`src/hdl/generational_handle_allocator_defines.svh`:
```
// assertion macros shared by the generational handle allocator rtl
// no dependencies; expects aclk and aresetn in the including module
`ifndef GENERATIONAL_HANDLE_ALLOCATOR_DEFINES_SVH
`define GENERATIONAL_HANDLE_ALLOCATOR_DEFINES_SVH

// same-cycle implication, checked outside reset
`define GHA_ASSERT_NOW(lbl, ante, cons) \
    lbl: assert property (@(posedge aclk) disable iff (!aresetn) (ante) |-> (cons)) \
        else $error("gha assertion failed");

// next-cycle implication, checked outside reset
`define GHA_ASSERT_NEXT(lbl, ante, cons) \
    lbl: assert property (@(posedge aclk) disable iff (!aresetn) (ante) |=> (cons)) \
        else $error("gha assertion failed");

`endif

```
`src/hdl/gha_pkg.sv`:
```
// shared types and constants for the generational handle allocator
// no dependencies
`default_nettype none

package gha_pkg;

    localparam int SLOTS       = 1024;
    localparam int GEN_MODULUS = 65536;

    localparam int IDX_W    = $clog2(SLOTS);
    localparam int CNT_W    = $clog2(SLOTS + 1);
    localparam int GEN_W    = 16;
    localparam int TYPE_W   = 4;
    localparam int SUB_W    = 12;
    localparam int HANDLE_W = 42;
    localparam int HIDX_LSB = 32;
    localparam int HIDX_W   = HANDLE_W - HIDX_LSB;
    localparam int MODE_W   = 2;
    localparam int STATUS_W = 2;

    localparam int S_TDATA_W = ((SUB_W + HANDLE_W + 7) / 8) * 8;
    localparam int M_TDATA_W = ((HANDLE_W + 7) / 8) * 8;

    typedef enum logic [MODE_W-1:0] {
        MODE_BORROW = 2'd0,
        MODE_RETURN = 2'd1,
        MODE_QUERY  = 2'd2
    } mode_t;

    typedef enum logic [STATUS_W-1:0] {
        STATUS_OK        = 2'd0,
        STATUS_EXHAUSTED = 2'd1,
        STATUS_INVALID   = 2'd2
    } status_t;

    typedef enum logic [1:0] {
        ST_IDLE,
        ST_STK,
        ST_GEN,
        ST_FIN
    } state_t;

    // controller to datapath
    typedef struct packed {
        logic capture;
        logic stk_rd;
        logic gen_rd_in;
        logic gen_rd_stk;
        logic commit;
    } cmd_t;

    // datapath to controller
    typedef struct packed {
        logic [MODE_W-1:0] in_mode;
        logic              free_empty;
        logic              out_free;
    } sts_t;

endpackage

`default_nettype wire

```
`src/hdl/gha_ctrl.sv`:
```
// sequencing state machine of the handle allocator
// depends on gha_pkg
`default_nettype none

module gha_ctrl
    import gha_pkg::*;
(
    input  wire logic aclk,
    input  wire logic aresetn,
    input  wire logic s_tvalid,
    output logic      s_tready,
    input  wire sts_t sts,
    output cmd_t      cmd
);

    state_t state_reg, state_next;

    always_ff @(posedge aclk) begin
        if (!aresetn) begin
            state_reg <= ST_IDLE;
        end else begin
            state_reg <= state_next;
        end
    end

    always_comb begin
        state_next = state_reg;
        case (state_reg)
            ST_IDLE: begin
                if (s_tvalid) begin
                    case (sts.in_mode)
                        MODE_BORROW: state_next = sts.free_empty ? ST_FIN : ST_STK;
                        MODE_RETURN: state_next = ST_GEN;
                        MODE_QUERY:  state_next = ST_GEN;
                        default:     state_next = ST_FIN;
                    endcase
                end
            end
            ST_STK:  state_next = ST_GEN;
            ST_GEN:  state_next = ST_FIN;
            ST_FIN: begin
                if (sts.out_free) begin
                    state_next = ST_IDLE;
                end
            end
            default: state_next = ST_IDLE;
        endcase
    end

    always_comb begin
        s_tready = 1'b0;
        cmd      = '0;
        case (state_reg)
            ST_IDLE: begin
                s_tready      = 1'b1;
                cmd.capture   = s_tvalid;
                cmd.stk_rd    = s_tvalid && (sts.in_mode == MODE_BORROW) && !sts.free_empty;
                cmd.gen_rd_in = s_tvalid
                    && ((sts.in_mode == MODE_RETURN) || (sts.in_mode == MODE_QUERY));
            end
            ST_STK:  cmd.gen_rd_stk = 1'b1;
            ST_GEN:  ;
            ST_FIN:  cmd.commit = sts.out_free;
            default: ;
        endcase
    end

endmodule

`default_nettype wire

```
`config.mk`:
```
export PLATFORM = sky130hd
export DESIGN_NAME = gha_ctrl
export DESIGN_NICKNAME = d
export VERILOG_FILES = /design/src/hdl/generational_handle_allocator_defines.svh /design/src/hdl/gha_pkg.sv /design/src/hdl/gha_ctrl.sv
export SDC_FILE = /design/constraint.sdc
export NUM_CORES = 1
export LEC_CHECK = 0
export ABC_AREA = 0
export BUFFER_PORTS_ARGS = -buffer_cell sky130_fd_sc_hd__buf_4
export CORE_AREA = 8 8 45 47
export DETAILED_ROUTE_END_ITERATION = 8
export DIE_AREA = 0 0 53 55
export GPL_ROUTABILITY_DRIVEN = 1
export SYNTH_ARGS = -nofsm -noshare
export SYNTH_HDL_FRONTEND = slang
export SYNTH_SLANG_ARGS = --single-unit
```
`constraint.sdc`:
```
create_clock -name aclk -period 1.65 [get_ports aclk]
set_input_delay 0.165 -clock aclk [delete_from_list [all_inputs] [get_ports aclk]]
set_output_delay 0.165 -clock aclk [all_outputs]
set_load 0.01 [all_outputs]
```
# --- Word level (Yosys, flattened, before mapping) ---
# Cells that the tools add are included.
classes:
  n_reduce_logical: 9
  n_eq_ne: 7
  mux: 9
op_table:
  columns: ["operator", "n"]
  rows:
  - ["$pmux W2 S4", 1]
  - ["$eq A2 B2 Y1 const B", 3]
  - ["$mux W2", 3]
  - ["$eq A2 B1 Y1 const B", 2]
  - ["$logic_not A2 Y1", 2]
  - ["$ne A2 B2 Y1 const B", 2]
  - ["$pmux W2 S2", 1]
  - ["$logic_and A1 B1 Y1", 3]
  - ["$mux W1", 3]
  - ["$mux W3", 1]
  - ["$reduce_and A2 Y1", 1]
  - ["$reduce_or A2 Y1", 1]
  - ["$logic_not A1 Y1", 1]
  - ["$logic_or A1 B1 Y1", 1]
totals:
  wordCells: 26
  output_inout_bits: 6
  register_bits: 2

# --- Depth between registers and ports, before layout ---
depth:
  word_depth: 5
  depth_mapped: 5
  mapped_depth_nobuf: 5

# --- Worst setup path before layout ---
# OpenSTA, ideal clock, no wires.
synth_path:
  kind: "reg-to-reg"
  from: "register state_reg[0]"
  to: "register state_reg[0]"
  stages_incl_launch_ff: 6
  synth_period_minus_slack_ps: 1278
  n_path_buf: 0
  slack_ps: 372
  arrival_time_ps: 1151
  required_ps: 1523
  cell_sequence: "dfxtp_1 inv_1 ha_1 nor2b_1 a2111oi_2 nor3b_1"
synth_between:
  elab_chain_len: 3
synth_lines:
  columns: ["element", "line", "text"]
  rows:
  - ["from (decl)", "gha_ctrl.sv:16", "state_t state_reg, state_next;"]
  - ["from (signal assigned)", "gha_ctrl.sv:22", "state_reg <= state_next;"]
  - ["$eq A2 B2 Y1 or $logic_not A2 Y1 (tied branches)", "gha_ctrl.sv:28", "case (state_reg)"]
  - ["$ne A2 B2 Y1 (no line)", null, null]
  - ["$reduce_and A2 Y1 (no line)", null, null]
# Several ways; a longest one is shown, not always the timed one.
# A chain may end at the register's enable or synchronous reset.

==> results.cfg <==
[grt]
grt_pass1_wl_mm = 1.097
grt_overflow = 0
grt_pass1_vias = 293
grt_usage_pct = 5.292
antenna_found_initial = 0
grt_max_degree = 6

[timing]
setup_tns_ns = 0
tightest_slew_ns = 0.3689
rsz0062_at_grt = no
clock.fmax_ghz = 0.6577
setup_viol = 0
slew_headroom_pct = 75.34
hold_viol_final = 0
report.final.slew_viol_count = 0
fin_crit_sh_pct = 92.15
fin_skew_ns = 0.002504
finalCriticalPeriod_ns = 1.520

[die]
io_pins = 13
fp.dieArea_um2 = 2915
die_h_um = 55
start_util_pct = 19.62
row_count = 14
coreArea_um2 = 1384
fp.dieW_um = 53

[min_path]
min_to = state_reg[1]
hp-start = aresetn
hp-class = input pin to flop
hold_depth = 3

[setup_path]
r2r-end = state_reg[0]
cp-end-kind = primary output
slowest_delay_ns = 0.37
ff2ff_setup_slack_ns = 0.25
worst_path_dominant_cell_family = flip-flops
arrival_ns = 1.36
cp_slowest_cell = dfxtp_1
crit_type = flop to primary output
critPathBufInv = 2
worstSetupStartpointType = flop
crit_fanout = 5
cp.required_ns = 1.48
rr_worst_depth = 5
r2r_start = state_reg[0]
worstPathCellList = inv_1, ha_2, and2_1, and3b_1, buf_4

[placement]
dp_hpwl_um = 564.6
port_buffers = 12
place_congestion = 0.8178
placed_cell_area_um2 = 381.6
place_inst = 58

[synthesis]
synth_compound_gate_area_share_pct = 18.89
synth_top_family_by_area = adder cells
yosys.area_share.adder_pct = 32.26
yosys.area_share.simple_pct = 27.19
synth_area_leaders = ha_1 (32%), dfxtp_1 (15%), inv_1 (6.9%)
muxShareOfSynthArea_pct = 0
synth-xor-area-share_pct = 0
synth_top_cell_area_share_pct = 32.26
netlist_area_um2 = 271.5
synthArstFlopShare_pct = 0
ys_types = 16
netlist_instances = 30
synthFlopType = dfxtp_1
synth_most_common_cell = ha_1
ys_top_cells_by_count = ha_1 (7), inv_1 (5)
avgSynthCellArea_um2 = 9.050
yosysTopAreaCell = ha_1
synth-edff-count = 0
synth-seq-cells = 2
ys_warn_count = 0
synthesis.nets = 44
ys_seq_area_share_pct = 14.75

[drt]
postRouteAntennaNets = 0
first_iter_violations = 3
vias_per_cell = 4.180
wire_per_inst_um = 10.59
dr.pass1.iters = 2
drt-total-wl_um = 646
drc = 0
vias = 255

[cts]
ctsLongestPathBuffers = 2
numCtsBuffers = 3
cts-root-buf = clkbuf_4
htreeDepth = 1
clk_pin_slew_ns = 0.03
clock-sinks = 2
hold_buffers = 0
insertion_delay_ns = 0.22
cts_resized = 0
postCtsSetupRepairBufs = 0
cts_tree = done

[cells_and_area]
area_delta_synth_final_pct = 49.77
drive_above_1_share_pct = 44.44
largest_reg_flops = 2
nFillCells = 160
diodes = 0
fin_area_um2 = 406.6
fin_cells = 61
layout.nets = 61

[power_and_ir_drop]
power_leakage_nw = 0.2072
vdd_drop_max_v = 0.0003918
p_per_area_nw_per_um2 = 1321

[status]
status = finished, final reports clean

[run]
drv_cap = 0
-- layout by cell type, fill, tap and decap left out --
cell       instances
buf_4             12
ha_1               6
inv_1              5
clkbuf_4           3
and2_1             2
or2b_2             2
nor2b_1            2
dfxtp_1            2
and3b_1            1
and3_1             1
a2111oi_1          1
o2111ai_1          1
nor2b_2            1
o211ai_1           1
o21ai_1            1
a21oi_1            1
a2111oi_2          1
nor3b_1            1
ha_2               1
-- logic make-up (layout without fill, tap and decap cells) --
group	count (synthesis)	after routing
compound gates	6	6
fa+ha+maj	7	7
buf+inv	5	20
flops	2	2
simple gates	10	10
-- worst max path at each step --
| stage | startpoint | end | slack, ns | depth (start not counted) |
|---|---|---|---|---|
| floorplan | state_reg[0] | state_reg[0] | 0.37 | 5 |
| global placement | state_reg[0] | state_reg[0] | 0.30 | 5 |
| detailed placement | state_reg[0] | state_reg[0] | 0.24 | 5 |
| CTS | state_reg[0] | cmd[3] | 0.07 | 5 |
| global route | state_reg[0] | cmd[3] | 0.05 | 5 |
| finish | state_reg[0] | cmd[3] | 0.13 | 5 |
-- per-layer routing --
| layer | wire length [um] | global-route usage, % | vias to the layer above |
|---|---|---|---|
| met1 | 227 | 3.631 | 114 |
| met3 | 82 | 4.011 | 0 |
| met5 | 0 | 0 | - |
| met4 | 0 | 6.034 | 0 |
| met2 | 336 | 8.594 | 7 |
| li1 | - | - | 134 |
-- worst reg2reg max path, cell delays in order (launching register included) --
cell,delay (ns)
dfxtp_1,0.37
inv_1,0.10
ha_1,0.22
nor2b_1,0.15
a2111oi_2,0.35
nor3b_1,0.08
-- stage by stage --
| stage | total power [mW] | util, % | worst slack, ns | hold WS, ns |
|---|---|---|---|---|
| after floorplan | 0.3116 | - | 0.3718 | 0.3201 |
| after CTS | 0.5519 | 29.20 | 0.07112 | 0.2051 |
| after detailed placement | 0.4366 | 27.58 | 0.2392 | 0.4383 |
| after global placement | 0.4298 | 27.58 | 0.3012 | 0.4487 |
| after global routing | 0.6010 | 29.39 | 0.04888 | 0.2232 |
| final | 0.5370 | 29.39 | 0.1295 | 0.2116 |
-- final cells by class --
class	count	area (um^2)	share of cell area [%]
clock buffer	3	22.52	5.538
inverter	5	18.77	4.615
multi-input combinational	23	215.2	52.92
sequential	2	40.04	9.846
tap	16	20.02	4.923
timing repair buffer	12	90.09	22.15
-- power by group --
part	total (mW)	switching [mW]	internal, mW	leakage [nW]
Clock	0.107	0.0266	0.0801	0.0138
Sequential	0.0940	0.0232	0.0707	0.0166
Combinational	0.336	0.162	0.174	0.177
Total	0.537	0.212	0.325	0.207
No activity file was read; power rests on OpenSTA's default activity.
